[src/rtnh_pkg.sv]
// shared types, constants and the dot/cross product term schedule for the ray-triangle core
package rtnh_pkg;

   localparam int COORD_WIDTH_DEF = 32;
   localparam int FRAC_BITS_DEF = 16;

   localparam int DIST_W = 31;
   localparam int THR_W = 63;
   localparam int CSR_AW = 3;
   localparam int CSR_DW = 63;
   localparam int DIG_W = 8;

   localparam logic [DIST_W-1:0] DIST_MAX = {DIST_W{1'b1}};
   localparam logic [THR_W-1:0] DET_THR_RESET = 63'd281474977;

   typedef enum logic [CSR_AW-1:0] {
      CSR_ORIGIN_X = 3'd0,
      CSR_ORIGIN_Y = 3'd1,
      CSR_ORIGIN_Z = 3'd2,
      CSR_DIR_X = 3'd3,
      CSR_DIR_Y = 3'd4,
      CSR_DIR_Z = 3'd5,
      CSR_DET_THR = 3'd6,
      CSR_MIN_DIST = 3'd7
   } csr_idx_type;

   // operand codes: narrow vectors first, then cross product results
   typedef enum logic [4:0] {
      OP_D0, OP_D1, OP_D2,
      OP_E1_0, OP_E1_1, OP_E1_2,
      OP_E2_0, OP_E2_1, OP_E2_2,
      OP_S0, OP_S1, OP_S2,
      OP_H0, OP_H1, OP_H2,
      OP_Q0, OP_Q1, OP_Q2
   } opnd_type;

   typedef enum logic [3:0] {
      DST_H0, DST_H1, DST_H2,
      DST_Q0, DST_Q1, DST_Q2,
      DST_DET, DST_UN, DST_VN, DST_TN
   } dst_type;

   typedef struct packed {
      opnd_type a_src;
      opnd_type b_src;
      logic neg;
      logic first;
      logic last;
      dst_type dst;
   } term_type;

   typedef struct packed {
      logic start;
      logic first;
      logic neg;
   } mac_ctl_type;

   localparam int NUM_TERMS = 24;
   localparam int TERM_IDX_W = 5;

   function automatic term_type mk(input opnd_type a, input opnd_type b, input logic n,
                                   input logic f, input logic l, input dst_type d);
      term_type t;
      t.a_src = a;
      t.b_src = b;
      t.neg = n;
      t.first = f;
      t.last = l;
      t.dst = d;
      return t;
   endfunction

   // h = d x e2, det = h.e1, un = h.s, q = s x e1, vn = q.d, tn = q.e2
   function automatic term_type get_term(input logic [TERM_IDX_W-1:0] idx);
      term_type t;
      unique case (idx)
         5'd0: t = mk(OP_D1, OP_E2_2, 1'b0, 1'b1, 1'b0, DST_H0);
         5'd1: t = mk(OP_D2, OP_E2_1, 1'b1, 1'b0, 1'b1, DST_H0);
         5'd2: t = mk(OP_D2, OP_E2_0, 1'b0, 1'b1, 1'b0, DST_H1);
         5'd3: t = mk(OP_D0, OP_E2_2, 1'b1, 1'b0, 1'b1, DST_H1);
         5'd4: t = mk(OP_D0, OP_E2_1, 1'b0, 1'b1, 1'b0, DST_H2);
         5'd5: t = mk(OP_D1, OP_E2_0, 1'b1, 1'b0, 1'b1, DST_H2);
         5'd6: t = mk(OP_H0, OP_E1_0, 1'b0, 1'b1, 1'b0, DST_DET);
         5'd7: t = mk(OP_H1, OP_E1_1, 1'b0, 1'b0, 1'b0, DST_DET);
         5'd8: t = mk(OP_H2, OP_E1_2, 1'b0, 1'b0, 1'b1, DST_DET);
         5'd9: t = mk(OP_H0, OP_S0, 1'b0, 1'b1, 1'b0, DST_UN);
         5'd10: t = mk(OP_H1, OP_S1, 1'b0, 1'b0, 1'b0, DST_UN);
         5'd11: t = mk(OP_H2, OP_S2, 1'b0, 1'b0, 1'b1, DST_UN);
         5'd12: t = mk(OP_S1, OP_E1_2, 1'b0, 1'b1, 1'b0, DST_Q0);
         5'd13: t = mk(OP_S2, OP_E1_1, 1'b1, 1'b0, 1'b1, DST_Q0);
         5'd14: t = mk(OP_S2, OP_E1_0, 1'b0, 1'b1, 1'b0, DST_Q1);
         5'd15: t = mk(OP_S0, OP_E1_2, 1'b1, 1'b0, 1'b1, DST_Q1);
         5'd16: t = mk(OP_S0, OP_E1_1, 1'b0, 1'b1, 1'b0, DST_Q2);
         5'd17: t = mk(OP_S1, OP_E1_0, 1'b1, 1'b0, 1'b1, DST_Q2);
         5'd18: t = mk(OP_Q0, OP_D0, 1'b0, 1'b1, 1'b0, DST_VN);
         5'd19: t = mk(OP_Q1, OP_D1, 1'b0, 1'b0, 1'b0, DST_VN);
         5'd20: t = mk(OP_Q2, OP_D2, 1'b0, 1'b0, 1'b1, DST_VN);
         5'd21: t = mk(OP_Q0, OP_E2_0, 1'b0, 1'b1, 1'b0, DST_TN);
         5'd22: t = mk(OP_Q1, OP_E2_1, 1'b0, 1'b0, 1'b0, DST_TN);
         5'd23: t = mk(OP_Q2, OP_E2_2, 1'b0, 1'b0, 1'b1, DST_TN);
         default: t = mk(OP_D0, OP_D0, 1'b0, 1'b1, 1'b1, DST_TN);
      endcase
      return t;
   endfunction

endpackage

[src/rtnh_mac.sv]
// shared multiply-accumulate unit, one 8-bit digit of the narrow operand per cycle
module rtnh_mac import rtnh_pkg::*; #(
   parameter int ACC_W = 102,
   parameter int B_W = 33
) (
   input  logic clock,
   input  logic reset,
   input  mac_ctl_type ctl,
   input  logic [ACC_W-1:0] a_op,
   input  logic signed [B_W-1:0] b_op,
   output logic [ACC_W-1:0] acc,
   output logic busy,
   output logic done
);
   localparam int NDIG = (B_W + DIG_W - 1) / DIG_W;
   localparam int BX_W = NDIG * DIG_W;
   localparam int CNT_W = $clog2(NDIG + 1);

   typedef enum logic [1:0] {ST_IDLE, ST_MUL, ST_ACC} state_type;

   state_type state_ff;
   logic [ACC_W-1:0] a_ff;
   logic [BX_W-1:0] b_sh_ff;
   logic top_ff;
   logic [CNT_W-1:0] cnt_ff;
   logic [ACC_W-1:0] prod_ff;
   logic [ACC_W-1:0] acc_ff;
   logic first_ff;
   logic neg_ff;
   logic done_ff;

   logic signed [BX_W-1:0] b_ext;
   logic signed [DIG_W:0] dig;
   logic signed [ACC_W+DIG_W:0] pp;
   logic [ACC_W-1:0] prod_in;
   logic [ACC_W-1:0] addend;

   assign b_ext = BX_W'(b_op);
   // top digit carries the sign, the rest are unsigned
   assign dig = top_ff ? {b_sh_ff[BX_W-1], b_sh_ff[BX_W-1 -: DIG_W]}
                       : {1'b0, b_sh_ff[BX_W-1 -: DIG_W]};
   assign pp = $signed(a_ff) * dig;
   assign prod_in = (prod_ff << DIG_W) + pp[ACC_W-1:0];
   assign addend = neg_ff ? (~prod_ff + ACC_W'(1)) : prod_ff;

   always_ff @(posedge clock) begin
      if (reset) begin
         state_ff <= ST_IDLE;
         done_ff <= 1'b0;
      end else begin
         done_ff <= (state_ff == ST_ACC);
         unique case (state_ff)
            ST_IDLE: begin
               if (ctl.start) begin
                  a_ff <= a_op;
                  b_sh_ff <= b_ext;
                  top_ff <= 1'b1;
                  cnt_ff <= CNT_W'(NDIG - 1);
                  prod_ff <= '0;
                  first_ff <= ctl.first;
                  neg_ff <= ctl.neg;
                  state_ff <= ST_MUL;
               end
            end
            ST_MUL: begin
               prod_ff <= prod_in;
               b_sh_ff <= b_sh_ff << DIG_W;
               top_ff <= 1'b0;
               if (cnt_ff == '0) begin
                  state_ff <= ST_ACC;
               end else begin
                  cnt_ff <= cnt_ff - CNT_W'(1);
               end
            end
            ST_ACC: begin
               acc_ff <= first_ff ? addend : (acc_ff + addend);
               state_ff <= ST_IDLE;
            end
            default: state_ff <= ST_IDLE;
         endcase
      end
   end

   assign acc = acc_ff;
   assign busy = (state_ff != ST_IDLE);
   assign done = done_ff;

endmodule

[config.mk]
export PLATFORM = sky130hd
export DESIGN_NAME = rtnh_mac
export DESIGN_NICKNAME = d
export VERILOG_FILES = /design/src/rtnh_pkg.sv /design/src/rtnh_mac.sv
export SDC_FILE = /design/constraint.sdc
export NUM_CORES = 2
export LEC_CHECK = 0
export BUFFER_PORTS_ARGS = -buffer_cell sky130_fd_sc_hd__buf_2
export CORE_UTILIZATION = 65
export DETAILED_ROUTE_END_ITERATION = 6
export PLACE_DENSITY = 0.84
export SETUP_SLACK_MARGIN = 0.05
export SYNTH_ARGS = -nofsm -noshare
export SYNTH_HDL_FRONTEND = slang
export SYNTH_SLANG_ARGS = --single-unit
[constraint.sdc]
create_clock -name clock -period 13.3 [get_ports clock]
set_input_delay 0.665 -clock clock [delete_from_list [all_inputs] [get_ports clock]]
set_output_delay 0.665 -clock clock [all_outputs]
set_load 0.01 [all_outputs]
Word level (Yosys, flattened, before mapping). Cells that the tools add are included.

$add $sub $neg: 4. $mul: 1. Equal/unequal tests: 5. Muxes and demuxes: 15. Bitwise operators: 2. Reductions and logical operators: 9.

Operators with widths (number): $mux 102 (3); $add 102x102->102 (2); $pmux 102 s2 (1); $add 102x1->102 const B (1); $mul 102x9->102 (1); $not 102->102 (1); $pmux 40 s2 (1); $mux 40 (1); $mux 9 (1); $mux 3 (2); $ne 2x2->1 const B (3); $pmux 3 s2 (1); $reduce_and 3->1 (2); $mux 2 (2); $pmux 2 s2 (1); $reduce_and 2->1 (2); $reduce_and 4->1 (1); $reduce_bool 2->1 (2); $logic_not 3->1 (1); $sub 3x1->3 const B (1); $eq 2x1->1 const B (1); $eq 2x2->1 const B (1); $logic_not 2->1 (1); $pmux 1 s2 (1); other kinds (2) (2).

Flip-flop bits (word level): 355. Bits of input ports: 140. Output and inout port bits: 104. Logic and storage cells: 46.

Logic depth before layout (Yosys ltp).
Depth after elaboration: 5. Gate-level depth with buffers: 26. Gate-level depth less buffers: 24.

Worst setup path before layout. OpenSTA, ideal clock, no wires.

Kind: input to register. Start: input reset. End: register a_ff[0], enable pin. Setup time: 863 ps. Arrival time: 11486 ps. Required time: 12437 ps. Path slack: 951 ps. Cell stages on the path: 1. Buffers on the path: 0. Cells stage by stage: nor4b_1.

Longest elaborated chain between the ends: 2.

Ends and longest elaborated chain: start: declaration (line rtnh_mac.sv:7) `input logic reset,`; $not 1->1 (no source line); $reduce_and 3->1 (no source line); end signal: assignment (line rtnh_mac.sv:55) `a_ff <= a_op;`; end: declaration (line rtnh_mac.sv:22) `logic [ACC_W-1:0] a_ff;`.

Every way passes these cells. A chain may end at the register's enable or synchronous reset.

Final worst setup path.
Start: register b_sh_ff[39]. End: register prod_ff[91] (data pin).

Longest elaborated chain between the ends: 4.

Ends and longest elaborated chain: start: declaration (line rtnh_mac.sv:23) `logic [BX_W-1:0] b_sh_ff;`; start signal: assignment (line rtnh_mac.sv:56) `b_sh_ff <= b_ext;`; start signal: assignment (line rtnh_mac.sv:67) `b_sh_ff <= b_sh_ff << DIG_W;`; $mux 9 (line rtnh_mac.sv:40) `assign dig = top_ff ? {b_sh_ff[BX_W-1], b_sh_ff[BX_W-1 -: DIG_W]}`; $mul 102x9->102 (line rtnh_mac.sv:42) `assign pp = $signed(a_ff) * dig;`; $add 102x102->102 (line rtnh_mac.sv:43) `assign prod_in = (prod_ff << DIG_W) + pp[ACC_W-1:0];`; $pmux 102 s2 (line rtnh_mac.sv:52) `unique case (state_ff)`; end signal: assignment (line rtnh_mac.sv:66) `prod_ff <= prod_in;`; end: declaration (line rtnh_mac.sv:26) `logic [ACC_W-1:0] prod_ff;`.

Every way passes these cells.

==> impl_metrics.yaml <==
outcome:
  status: "finished with violations"
  violations: "DRC"
layout:
  drive_gt1_frac: 0.0707
  fin_cells: 6741
  layout-area-overhead-vs-synth_pct: 6.20
  regArea_mm2: 0.0106
  num_antenna_cells: 0
  multi_input_area_mm2: 0.0360
  fillCellCount: 5946
  final_net_count: 6879
worst_setup_path:
  cp.arrival_ns: 9.99
  start_kind: "register"
  worst_setup_path_end_kind: "register"
  required_ns: 13.63
  cp_max_fo: 96
  critical_path_class: "register to register"
grt:
  overflow: 0
  grtUsageTotal: 0.342
  grt_max_degree: 116
  grt_pass1_wl_um: 213000
  grt_pass1_vias: 40500
  antenna_found_initial: 2
synth:
  seq_area_frac_synth: 0.208
  yosysMostFrequentCell: "inv_1"
  syn_inst: 5641
  syn_area_mm2: 0.0511
  synth_edf_count: 352
  ys_async_sr_fraction: 0
  syn-num-nets: 6854
  synth.area.top_cells: "fa_1, edfxtp_1, ha_1, inv_1, nand2_1"
  syn_area_per_cell_um2: 9.05
  yosys_warnings: 0
  synth_top_area_share: 0.299
  ys_seq_elements: 355
  synth-main-ff-cell: "edfxtp_1"
  synth.distinct_cells: 74
  synth_top_area_cell: "fa_1"
  synthTopCellsByCount: "inv_1, nand2_1, fa_1"
placed_design:
  place.gp.congestion: 1.02
  dp_cells: 6660
  place_ws_ns: 3.99
  hpwl_um: 107000
  numPortBuffers: 243
clocking:
  cts_num_sinks: 355
  clk_path_buf_depth: 3
  postCtsSetupRepairBufs: 0
  tritoncts: "built"
  cts_resized: 0
  cts_root_buf: "clkbuf_16"
  clk_pin_slew_worst_paths_ns: 0.06
  numCtsBuffers: 44
  htreeDepth: 2
  clk-insertion-delay-late_ns: 0.61
  postCtsHoldBufs: 0
route:
  ant_nets: 0
  vias_per_cell: 5.96
  dr.pass1.iters: 7
  drt_iter0_markers: 3621
  wire_per_inst_um: 19.9
  vias: 40200
  drc_errors: 7
  drt_wl_total_um: 134000
sta:
  hold_viol_final: 0
  finalCriticalPeriod_ns: 9.66
  tightest_slew_ns: 1.22
  timing.final.crit_share: 0.726
  fmax_mhz: 104
  rsz0062_at_grt: "no"
  setup_viol: 0
  finalWorstSetupSlack_ns: 3.64
  drv_slew: 0
  setup_tns_ns: 0
  max_slew_margin: 0.167
  skew_ns: 0.0228
die:
  fp-row-count: 102
  core-area_mm2: 0.0776
  start_util: 0.658
  die-area_mm2: 0.0797
  die_y_um: 282
  ios: 244
  die_w_um: 282
worst_hold_path:
  hp-class: "primary input to register"
run:
  maxCapViolCount: 0
-- flip-flops by register name, indices dropped and copies added (netlist names) --
signal,cells
a_ff,102
acc,102
prod_ff,102
b_sh_ff,40
cnt_ff,3
state_ff,2
done,1
first_ff,1
neg_ff,1
top_ff,1
-- logic make-up after synthesis --
| family | after synthesis | share of synthesized area |
|---|---|---|
| adders and majority gates | 1073 | 0.375 |
| AOI/OAI and AO/OA | 917 | 0.112 |
| and+or+nand+nor | 1796 | 0.165 |
| DFF | 355 | 0.208 |
| buffers and inverters | 1194 | 0.0879 |
| xor gates and xnor gates | 300 | 0.0515 |
| muxes | 6 | 0.00127 |
-- per-layer routing --
| layer | routed length (µm) | up-vias | track usage | share of wire |
|---|---|---|---|---|
| met5 | 13 | - | 0 | 0.000097 |
| met4 | 3670 | 2 | 0.0998 | 0.027 |
| met3 | 16200 | 256 | 0.0876 | 0.12 |
| met2 | 59900 | 2127 | 0.529 | 0.45 |
| met1 | 54100 | 19600 | 0.478 | 0.40 |
| li1 | - | 18200 | - | - |
-- final timing paths --
| kind | startpoint | cells past startpoint | endpoint | slack, ns |
|---|---|---|---|---|
| max reg2reg | b_sh_ff[39]$_DFFE_PP_ | 23 | prod_ff[91]$_SDFFCE_PN0P_ | 3.64 |
| max | b_sh_ff[39]$_DFFE_PP_ | 23 | prod_ff[91]$_SDFFCE_PN0P_ | 3.64 |
| min | a_op[34] | 1 | a_ff[34]$_DFFE_PP_ | 0.23 |
| min reg2reg | b_sh_ff[8]$_DFFE_PP_ | 2 | b_sh_ff[16]$_DFFE_PP_ | 0.51 |
-- placed cells by master (no fill, tap or decap), types with 7 or more instances in the layout --
master,synthesis,final
a211oi_1,11,11
a21boi_0,12,12
a21o_1,117,117
a21oi_1,329,329
a31oi_1,33,33
and2_1,329,329
and3_1,13,13
and4_1,12,12
buf_2,1,243
buf_4,0,29
clkbuf_1,230,7
clkbuf_16,0,46
clkinv_2,0,7
edfxtp_1,352,352
fa_1,763,763
ha_1,310,310
inv_1,900,899
nand2_1,793,792
nand2b_1,28,28
nand3_1,48,48
nand4_1,67,67
nor2_1,348,348
nor2b_1,21,20
nor3_1,32,31
nor3b_1,10,9
nor4_1,11,11
o211ai_1,12,12
o21a_1,20,20
o21ai_0,200,200
o21bai_1,45,45
o221ai_1,8,8
o31a_1,11,11
o31ai_1,39,39
o41ai_1,10,10
or2_2,29,29
or3_1,25,25
or4_1,15,15
xnor2_1,210,210
xor2_1,90,90
-- area by class of cell --
type,count,area share
Sequential cell,355,0.196
Timing Repair Buffer,272,0.0264
Multi-Input combinational cell,4092,0.663
Inverter,901,0.0625
Clock buffer,53,0.0217
Tap cell,1040,0.0240
Clock inverter,28,0.00598
-- worst max-delay path, stage by stage, from the launching register on --
cell	delay (ns)
edfxtp_1	0.32
buf_4	0.73
nand2_4	0.46
buf_4	0.49
nor2_1	0.25
fa_1	0.46
fa_1	0.48
fa_1	0.51
inv_1	0.06
fa_1	0.40
fa_1	0.52
inv_1	0.04
ha_1	0.42
and4_1	0.27
nor3b_1	0.35
nand3_1	0.17
a2111oi_0	1.04
o21ai_0	0.45
a2111oi_0	0.50
nor2_1	0.19
o311ai_0	0.77
a21oi_1	0.19
xnor2_1	0.17
nor2_1	0.05
-- through the flow --
step | hold slack, ns | util | area (µm²)
3_3_place_gp | 0.487 | 0.680 | 52700
4_1_cts | 0.211 | 0.699 | 54200
5_1_grt | 0.213 | 0.699 | 54200
3_5_place_dp | 0.499 | 0.680 | 52700
2_1_floorplan | 0.467 | - | 51100
6_report | 0.230 | 0.699 | 54200
Power is not shown: default switching activity piles up to over one toggle a cycle in this logic, so the estimate is an artifact.
