**src/rtnh_pkg.sv**
```systemverilog
// shared types, constants and the dot/cross product term schedule for the ray-triangle core
package rtnh_pkg;

   localparam int COORD_WIDTH_DEF = 32;
   localparam int FRAC_BITS_DEF = 16;

   localparam int DIST_W = 31;
   localparam int THR_W = 63;
   localparam int CSR_AW = 3;
   localparam int CSR_DW = 63;
   localparam int DIG_W = 8;

   localparam logic [DIST_W-1:0] DIST_MAX = {DIST_W{1'b1}};
   localparam logic [THR_W-1:0] DET_THR_RESET = 63'd281474977;

   typedef enum logic [CSR_AW-1:0] {
      CSR_ORIGIN_X = 3'd0,
      CSR_ORIGIN_Y = 3'd1,
      CSR_ORIGIN_Z = 3'd2,
      CSR_DIR_X = 3'd3,
      CSR_DIR_Y = 3'd4,
      CSR_DIR_Z = 3'd5,
      CSR_DET_THR = 3'd6,
      CSR_MIN_DIST = 3'd7
   } csr_idx_type;

   // operand codes: narrow vectors first, then cross product results
   typedef enum logic [4:0] {
      OP_D0, OP_D1, OP_D2,
      OP_E1_0, OP_E1_1, OP_E1_2,
      OP_E2_0, OP_E2_1, OP_E2_2,
      OP_S0, OP_S1, OP_S2,
      OP_H0, OP_H1, OP_H2,
      OP_Q0, OP_Q1, OP_Q2
   } opnd_type;

   typedef enum logic [3:0] {
      DST_H0, DST_H1, DST_H2,
      DST_Q0, DST_Q1, DST_Q2,
      DST_DET, DST_UN, DST_VN, DST_TN
   } dst_type;

   typedef struct packed {
      opnd_type a_src;
      opnd_type b_src;
      logic neg;
      logic first;
      logic last;
      dst_type dst;
   } term_type;

   typedef struct packed {
      logic start;
      logic first;
      logic neg;
   } mac_ctl_type;

   localparam int NUM_TERMS = 24;
   localparam int TERM_IDX_W = 5;

   function automatic term_type mk(input opnd_type a, input opnd_type b, input logic n,
                                   input logic f, input logic l, input dst_type d);
      term_type t;
      t.a_src = a;
      t.b_src = b;
      t.neg = n;
      t.first = f;
      t.last = l;
      t.dst = d;
      return t;
   endfunction

   // h = d x e2, det = h.e1, un = h.s, q = s x e1, vn = q.d, tn = q.e2
   function automatic term_type get_term(input logic [TERM_IDX_W-1:0] idx);
      term_type t;
      unique case (idx)
         5'd0: t = mk(OP_D1, OP_E2_2, 1'b0, 1'b1, 1'b0, DST_H0);
         5'd1: t = mk(OP_D2, OP_E2_1, 1'b1, 1'b0, 1'b1, DST_H0);
         5'd2: t = mk(OP_D2, OP_E2_0, 1'b0, 1'b1, 1'b0, DST_H1);
         5'd3: t = mk(OP_D0, OP_E2_2, 1'b1, 1'b0, 1'b1, DST_H1);
         5'd4: t = mk(OP_D0, OP_E2_1, 1'b0, 1'b1, 1'b0, DST_H2);
         5'd5: t = mk(OP_D1, OP_E2_0, 1'b1, 1'b0, 1'b1, DST_H2);
         5'd6: t = mk(OP_H0, OP_E1_0, 1'b0, 1'b1, 1'b0, DST_DET);
         5'd7: t = mk(OP_H1, OP_E1_1, 1'b0, 1'b0, 1'b0, DST_DET);
         5'd8: t = mk(OP_H2, OP_E1_2, 1'b0, 1'b0, 1'b1, DST_DET);
         5'd9: t = mk(OP_H0, OP_S0, 1'b0, 1'b1, 1'b0, DST_UN);
         5'd10: t = mk(OP_H1, OP_S1, 1'b0, 1'b0, 1'b0, DST_UN);
         5'd11: t = mk(OP_H2, OP_S2, 1'b0, 1'b0, 1'b1, DST_UN);
         5'd12: t = mk(OP_S1, OP_E1_2, 1'b0, 1'b1, 1'b0, DST_Q0);
         5'd13: t = mk(OP_S2, OP_E1_1, 1'b1, 1'b0, 1'b1, DST_Q0);
         5'd14: t = mk(OP_S2, OP_E1_0, 1'b0, 1'b1, 1'b0, DST_Q1);
         5'd15: t = mk(OP_S0, OP_E1_2, 1'b1, 1'b0, 1'b1, DST_Q1);
         5'd16: t = mk(OP_S0, OP_E1_1, 1'b0, 1'b1, 1'b0, DST_Q2);
         5'd17: t = mk(OP_S1, OP_E1_0, 1'b1, 1'b0, 1'b1, DST_Q2);
         5'd18: t = mk(OP_Q0, OP_D0, 1'b0, 1'b1, 1'b0, DST_VN);
         5'd19: t = mk(OP_Q1, OP_D1, 1'b0, 1'b0, 1'b0, DST_VN);
         5'd20: t = mk(OP_Q2, OP_D2, 1'b0, 1'b0, 1'b1, DST_VN);
         5'd21: t = mk(OP_Q0, OP_E2_0, 1'b0, 1'b1, 1'b0, DST_TN);
         5'd22: t = mk(OP_Q1, OP_E2_1, 1'b0, 1'b0, 1'b0, DST_TN);
         5'd23: t = mk(OP_Q2, OP_E2_2, 1'b0, 1'b0, 1'b1, DST_TN);
         default: t = mk(OP_D0, OP_D0, 1'b0, 1'b1, 1'b1, DST_TN);
      endcase
      return t;
   endfunction

endpackage

```
**src/rtnh_div.sv**
```systemverilog
// radix-2 restoring divider with a saturation check on the quotient range
module rtnh_div import rtnh_pkg::*; #(
   parameter int DIV_W = 146,
   parameter int QUO_W = DIST_W
) (
   input  logic clock,
   input  logic reset,
   input  logic start,
   input  logic [DIV_W-1:0] num,
   input  logic [DIV_W-1:0] den,
   output logic [QUO_W-1:0] quo,
   output logic sat,
   output logic rem_nz,
   output logic done
);
   localparam int CNT_W = $clog2(QUO_W);

   typedef enum logic [1:0] {ST_IDLE, ST_SAT, ST_RUN} state_type;

   state_type state_ff;
   logic [DIV_W-1:0] r_ff;
   logic [DIV_W-1:0] d_ff;
   logic [QUO_W-1:0] q_ff;
   logic [CNT_W-1:0] cnt_ff;
   logic sat_ff;
   logic done_ff;
   logic ge;

   assign ge = (r_ff >= d_ff);

   always_ff @(posedge clock) begin
      if (reset) begin
         state_ff <= ST_IDLE;
         done_ff <= 1'b0;
      end else begin
         done_ff <= ((state_ff == ST_SAT) && ge) ||
                    ((state_ff == ST_RUN) && (cnt_ff == '0));
         unique case (state_ff)
            ST_IDLE: begin
               if (start) begin
                  r_ff <= num;
                  d_ff <= den << QUO_W;
                  q_ff <= '0;
                  state_ff <= ST_SAT;
               end
            end
            ST_SAT: begin
               if (ge) begin
                  sat_ff <= 1'b1;
                  state_ff <= ST_IDLE;
               end else begin
                  sat_ff <= 1'b0;
                  d_ff <= d_ff >> 1;
                  cnt_ff <= CNT_W'(QUO_W - 1);
                  state_ff <= ST_RUN;
               end
            end
            ST_RUN: begin
               if (ge) begin
                  r_ff <= r_ff - d_ff;
               end
               q_ff <= {q_ff[QUO_W-2:0], ge};
               d_ff <= d_ff >> 1;
               if (cnt_ff == '0) begin
                  state_ff <= ST_IDLE;
               end else begin
                  cnt_ff <= cnt_ff - CNT_W'(1);
               end
            end
            default: state_ff <= ST_IDLE;
         endcase
      end
   end

   assign quo = q_ff;
   assign sat = sat_ff;
   assign rem_nz = |r_ff;
   assign done = done_ff;

endmodule

```
**config.mk**
```make
export PLATFORM = sky130hd
export DESIGN_NAME = rtnh_div
export DESIGN_NICKNAME = d
export VERILOG_FILES = /design/src/rtnh_pkg.sv /design/src/rtnh_div.sv
export SDC_FILE = /design/constraint.sdc
export NUM_CORES = 1
export LEC_CHECK = 0
export ABC_AREA = 0
export BUFFER_PORTS_ARGS = -buffer_cell sky130_fd_sc_hd__buf_2
export CAP_MARGIN = 20
export CORE_ASPECT_RATIO = 1.25
export CORE_UTILIZATION = 45
export CTS_CLUSTER_DIAMETER = 30
export CTS_CLUSTER_SIZE = 25
export DETAILED_ROUTE_END_ITERATION = 7
export GPL_ROUTABILITY_DRIVEN = 0
export PLACE_DENSITY = 0.64
export RECOVER_POWER = 50
export SETUP_SLACK_MARGIN = 0.1
export SKIP_CTS_REPAIR_TIMING = 1
export SLEW_MARGIN = 10
export SYNTH_ARGS = -nofsm -noshare
export SYNTH_HDL_FRONTEND = slang
export SYNTH_SLANG_ARGS = --single-unit
```
**constraint.sdc**
```tcl
create_clock -name clock -period 16 [get_ports clock]
set_clock_uncertainty 0.2 [all_clocks]
set_input_delay 1.6 -clock clock [delete_from_list [all_inputs] [get_ports clock]]
set_output_delay 1.6 -clock clock [all_outputs]
set_load 0.02 [all_outputs]
```
# Word level (Yosys, flattened, before mapping)
# Cells that the tools add are included.
dict set report op_classes {
  n_addsub 2
  n_mul 0
  div_mod_pow 0
  n_lt_le_gt_ge 1
  eq_ne 7
  shift 0
  n_mux 16
  bitwise 1
  n_reduce_logical 15
}
# cell count
set op_table {}
lappend op_table {{two-way mux 146 bit} 4}
lappend op_table {{one-hot mux 146 bit (3 select lines)} 1}
lappend op_table {{one-hot mux 146 bit (2 select lines)} 1}
lappend op_table {{>= comparator 146 bit} 1}
lappend op_table {{OR reduction 146 bit} 1}
lappend op_table {{subtractor 146 bit} 1}
lappend op_table {{one-hot mux 31 bit (2 select lines)} 1}
lappend op_table {{two-way mux 31 bit} 1}
lappend op_table {{AND reduction 4 bit} 3}
lappend op_table {{two-way mux 5 bit} 2}
lappend op_table {{one-hot mux 5 bit (2 select lines)} 1}
lappend op_table {{!= test 2 bit (second input constant)} 4}
lappend op_table {{two-way mux 2 bit} 3}
lappend op_table {{one-hot mux 2 bit (3 select lines)} 1}
lappend op_table {{zero test 5 bit} 1}
lappend op_table {{subtractor 5 x 1 -> 5 bit (second input constant)} 1}
lappend op_table {{AND reduction 2 bit} 2}
lappend op_table {{nonzero test 2 bit} 2}
lappend op_table {{AND reduction 3 bit} 1}
lappend op_table {{nonzero test 3 bit} 1}
lappend op_table {{== test 2 x 1 -> 1 bit (second input constant)} 1}
lappend op_table {{== test 2 bit (second input constant)} 1}
lappend op_table {{logical AND 1 bit} 2}
lappend op_table {{zero test 2 bit} 1}
lappend op_table {{4 further kinds} 4}
dict set report word_totals {
  ff_bits 332
  latchBits 0
  ram_bits 0
  mem_bits_ro 0
  output_inout_bits 34
  word_cells 49
  memories 0
}

# Longest topological paths before layout
dict set report depth {
  word_depth 3
  ltp_mapped 15
}

# Least setup slack after synthesis
# Ideal clock, no wire load.
dict set report synth_timing {
  kind {register to register}
  start {register r_ff[23]}
  end {register d_ff[0] (enable)}
  setup_ns 1.010
  t_arrival_ns 16.559
  slack_ns -1.770
  path_stages_with_launch 15
  path_buffers 1
  cell_sequence {edfxtp_1 -> ha_1 -> clkbuf_1 -> a21oi_1 -> o21ai_0 -> a21oi_1 -> nor2_1 -> or3b_2 -> o21ai_0 -> and2_0 -> o211a_1 -> o21ai_0 -> a21oi_1 -> nor2b_1 -> nor4_1}
}
dict set report synth_between {
  elab_chain_cells 3
}
# item line
set synth_lines {}
lappend synth_lines {{start: declaration} rtnh_div.sv:21} ;# logic [DIV_W-1:0] r_ff;
lappend synth_lines {{start signal: assignment} rtnh_div.sv:41} ;# r_ff <= num;
lappend synth_lines {{start signal: assignment} rtnh_div.sv:60} ;# r_ff <= r_ff - d_ff;
lappend synth_lines {{>= comparator 146 bit} rtnh_div.sv:29} ;# assign ge = (r_ff >= d_ff);
lappend synth_lines {{!= test 2 bit (no line)} --}
lappend synth_lines {{AND reduction 4 bit (no line)} --}
lappend synth_lines {{end signal: assignment} rtnh_div.sv:42} ;# d_ff <= den << QUO_W;
lappend synth_lines {{end signal: assignment} rtnh_div.sv:53} ;# d_ff <= d_ff >> 1;
lappend synth_lines {{end signal: assignment} rtnh_div.sv:63} ;# d_ff <= d_ff >> 1;
lappend synth_lines {{end: declaration} rtnh_div.sv:22} ;# logic [DIV_W-1:0] d_ff;
# Every way passes these cells.
# A chain may end at the register's enable or synchronous reset.

# Worst setup path in the final report
dict set report layout_timing {
  start {register state_ff[0]}
  end {register r_ff[15], data pin}
}
dict set report layout_between {
  elab_chain_cells 2
}
# item line
set layout_lines {}
lappend layout_lines {{start: declaration} rtnh_div.sv:20} ;# state_type state_ff;
lappend layout_lines {{start signal: assignment} rtnh_div.sv:33} ;# state_ff <= ST_IDLE;
lappend layout_lines {{start signal: assignment} rtnh_div.sv:44} ;# state_ff <= ST_SAT;
lappend layout_lines {{start signal: assignment} rtnh_div.sv:50} ;# state_ff <= ST_IDLE;
lappend layout_lines {{== test 2 bit / zero test 2 bit (equally long branches)} rtnh_div.sv:38} ;# unique case (state_ff)
lappend layout_lines {{one-hot mux 146 bit (2 select lines) (*)} rtnh_div.sv:38}
# Every way passes the cells marked *; elsewhere a longest branch is shown, timed or not.

==> flow_summary.yaml <==
sta:
  fin_setup_tns_ns: 0
  tightest_slew_ns: 3.900
  rsz0062_at_grt: "false"
  slew_headroom: -1.600
  fin_crit_ns: 8.801
  max_freq_ghz: 0.1136
  finalHoldViolCount: 0
  setup_violations: 0
  drv_slew: 370
  fin_crit_sh: 0.5501
floorplan:
  start_util: 0.4589
  pin_count: 329
  fp.dieH_um: 264.6
  rows: 95
  core_um2: 54080
  die_w_um: 212.1
  dieArea_um2: 56100
synth:
  synth_most_common_cell: "edfxtp_1"
  synth_area_per_cell_um2: 9.680
  syn-cell-area_um2: 24820
  yosysWarnings: 0
  ys_ff_latch: 332
  ys.flop_type: "edfxtp_1"
  synth.top_cells.by_count: "edfxtp_1, mux2_2, a21oi_1, inv_1, nand2_1"
  ys_seq_area_frac: 0.4005
  synth_area_leaders: "edfxtp_1, mux2_2, ha_1"
  synth_cell_types: 71
  synth_top_cell_area_share: 0.3981
  synthCells: 2564
  synth_edf_count: 329
  async_flop_share: 0
  yosysTopAreaCell: "edfxtp_1"
  synth_nets: 3011
cts:
  cts-root-buf: "clkbuf_16"
  htreeDepth: 3
  cts_buffers: 74
  cts_tree: "done"
  cts_num_sinks: 332
  insertion_delay_ns: 0.60
  cts_buffer_depth: 3
  clkTransAtPathRegs_ns: 0.05
critical_path:
  r2r-start: "state_ff[0]$_SDFFE_PP0P_"
  startpoint_type: "flip-flop"
  path_max_fanout: 71
  path_class: "reg2reg"
  timing.critical_path.buf_inv: 3
  reg2reg_depth: 6
  path_cells: "inv_1, ha_1, clkbuf_1, clkbuf_1, nor2_1, a21oi_1"
  crit_end: "r_ff[15]$_DFFE_PP_"
  cpPeakStageDelay_ns: 2.88
  crit_required_ns: 16.19
  slowest_stage: "clkbuf_1"
  critical_path.top_delay_family: "buffers and inverters"
  worst-path-stages: 6
  startpoint: "state_ff[0]$_SDFFE_PP0P_"
  r2r-end: "r_ff[15]$_DFFE_PP_"
  crit_top_cell: "clkbuf_1"
  r2r_slack_ns: 7.20
  end_kind: "flip-flop"
  crit_arrival_ns: 8.99
grt:
  grtUsageMet1: 0.3177
  grt_pass1_vias: 21084
  use_met2: 0.4709
  grt_pass1_wl_um: 116300
  grt_max_degree: 147
  busiest_layer: "met2"
  grt_antenna_before_repair: 0
  grt_overflow_total: 0
  track_usage: 0.2695
  met3_usage: 0.03767
finish:
  drive_above_1_share: 0.2308
  antennaDiodeCount: 0
  fin_nets: 3247
  area_growth_syn_to_layout_pct: 17.97
  stdcell_count: 3587
pwr:
  sw_frac_of_total: 0.3104
  clkPwrFrac: 0.433
  net-switching-power_mw: 1.136
  p_leak_nw: 11.74
  intPower_mw: 2.525
  vdd_ir_drop_max_uv: 71.41
  p_comb_frac: 0.265
  powerDensity_nw_per_um2: 125.0
  p_seq_frac: 0.302
drt:
  dr.pass1.iters: 8
  viasPerCell: 5.788
  drt_iter0_markers: 1625
  wire_per_inst_um: 21.18
  via_count: 20762
  wl_um: 75980
  drcViolationCount: 0
  postRouteAntennaNets: 0
job:
  maxCapViolations: 7
min_path:
  holdCritPathClass: "reg2reg"
outcome:
  status: "finished with violations"
  violations: "capacitance limit, slew limit"
placement:
  hpwl_um: 59270
  portBuffers: 297
  placed_cells: 3450
-- flip-flops by register name, summed over array words and instances, names as in the netlist --
| name | cells |
|---|---|
| cnt_ff | 5 |
| d_ff | 146 |
| done | 1 |
| quo | 31 |
| r_ff | 146 |
| sat | 1 |
| state_ff | 2 |
-- final cells by class --
class	instances	area, µm²
Multi-Input combinational cell	1885	13570
Inverter	201	754.5
Clock inverter	50	605.6
Clock buffer	86	1991
Timing Repair Buffer	306	1514
Tap cell	727	909.6
Sequential cell	332	9940
Fill cell	4890	24800
-- kinds of logic (layout without fill, tap and decap cells) --
family,count (synthesis),in the layout,synth area share
multiplexers,247,247,0.1120
AO/OA/AOI/OAI,686,686,0.1749
buffers and inverters,347,643,0.05258
XOR/XNOR,142,142,0.05011
flip-flops,332,332,0.4005
AND/OR/NAND/NOR,658,658,0.1329
adder cells (fa/ha/maj),152,152,0.07693
-- worst min path at each step --
stage               slack, ns  depth (start not counted)                       end                      from
floorplan                0.30                          2  state_ff[0]$_SDFFE_PP0P_  state_ff[0]$_SDFFE_PP0P_
global placement         0.33                          1      quo[4]$_SDFFCE_PP0P_      quo[3]$_SDFFCE_PP0P_
detailed placement       0.34                          1     d_ff[7]$_SDFFCE_PP0P_     d_ff[8]$_SDFFCE_PP0P_
CTS                      0.35                          1    d_ff[25]$_SDFFCE_PP0P_    d_ff[26]$_SDFFCE_PP0P_
global route             0.37                          1    d_ff[10]$_SDFFCE_PP0P_    d_ff[11]$_SDFFCE_PP0P_
finish                   0.34                          1    d_ff[25]$_SDFFCE_PP0P_    d_ff[26]$_SDFFCE_PP0P_
-- layer usage --
layer	vias to the layer above	routed length, µm
met3	205	4190
met5	-	0
met2	738	37720
met1	9880	29940
met4	0	4131
li1	9939	-
-- worst register-to-register path, delay by kind of cell, from the launching register on --
family | cells | cell delay, ns
AOI/OAI and AO/OA | 1 | 0.30
adders and majority gates | 1 | 2.06
buffers and inverters | 3 | 5.15
DFF | 1 | 0.32
and+or+nand+nor | 1 | 0.57
-- power by group through the flow --
stage	logic [mW]	clock network, mW	registers, mW
6_report	0.972	1.58	1.11
5_1_grt	1.06	1.65	1.11
4_1_cts	0.960	1.61	1.11
3_5_place_dp	0.952	0	1.12
3_3_place_gp	0.942	0	1.12
2_1_floorplan	0.689	0	1.13
-- layout by cell type, fill, tap and decap left out, types with 135 or more instances in the layout --
cell type  count
inv_1        201
nor2_1       135
buf_2        263
edfxtp_1     329
ha_1         151
o21ai_0      140
a21oi_1      239
nand2_1      182
mux2_2       243
-- per-stage QoR --
step           power [mW]  hold WS (ns)  area, µm²    util  worst slack, ns
2_1_floorplan       1.817        0.2991      24830       -            1.253
3_3_place_gp        2.059        0.3294      26800  0.4956            10.42
3_5_place_dp        2.071        0.3400      26800  0.4956            10.31
4_1_cts             3.671        0.3492      29400  0.5436            10.27
5_1_grt             3.818        0.3681      29280  0.5414            6.478
6_report            3.661        0.3423      29280  0.5414            7.199
Note: power is estimated with default switching activity, not from simulation.
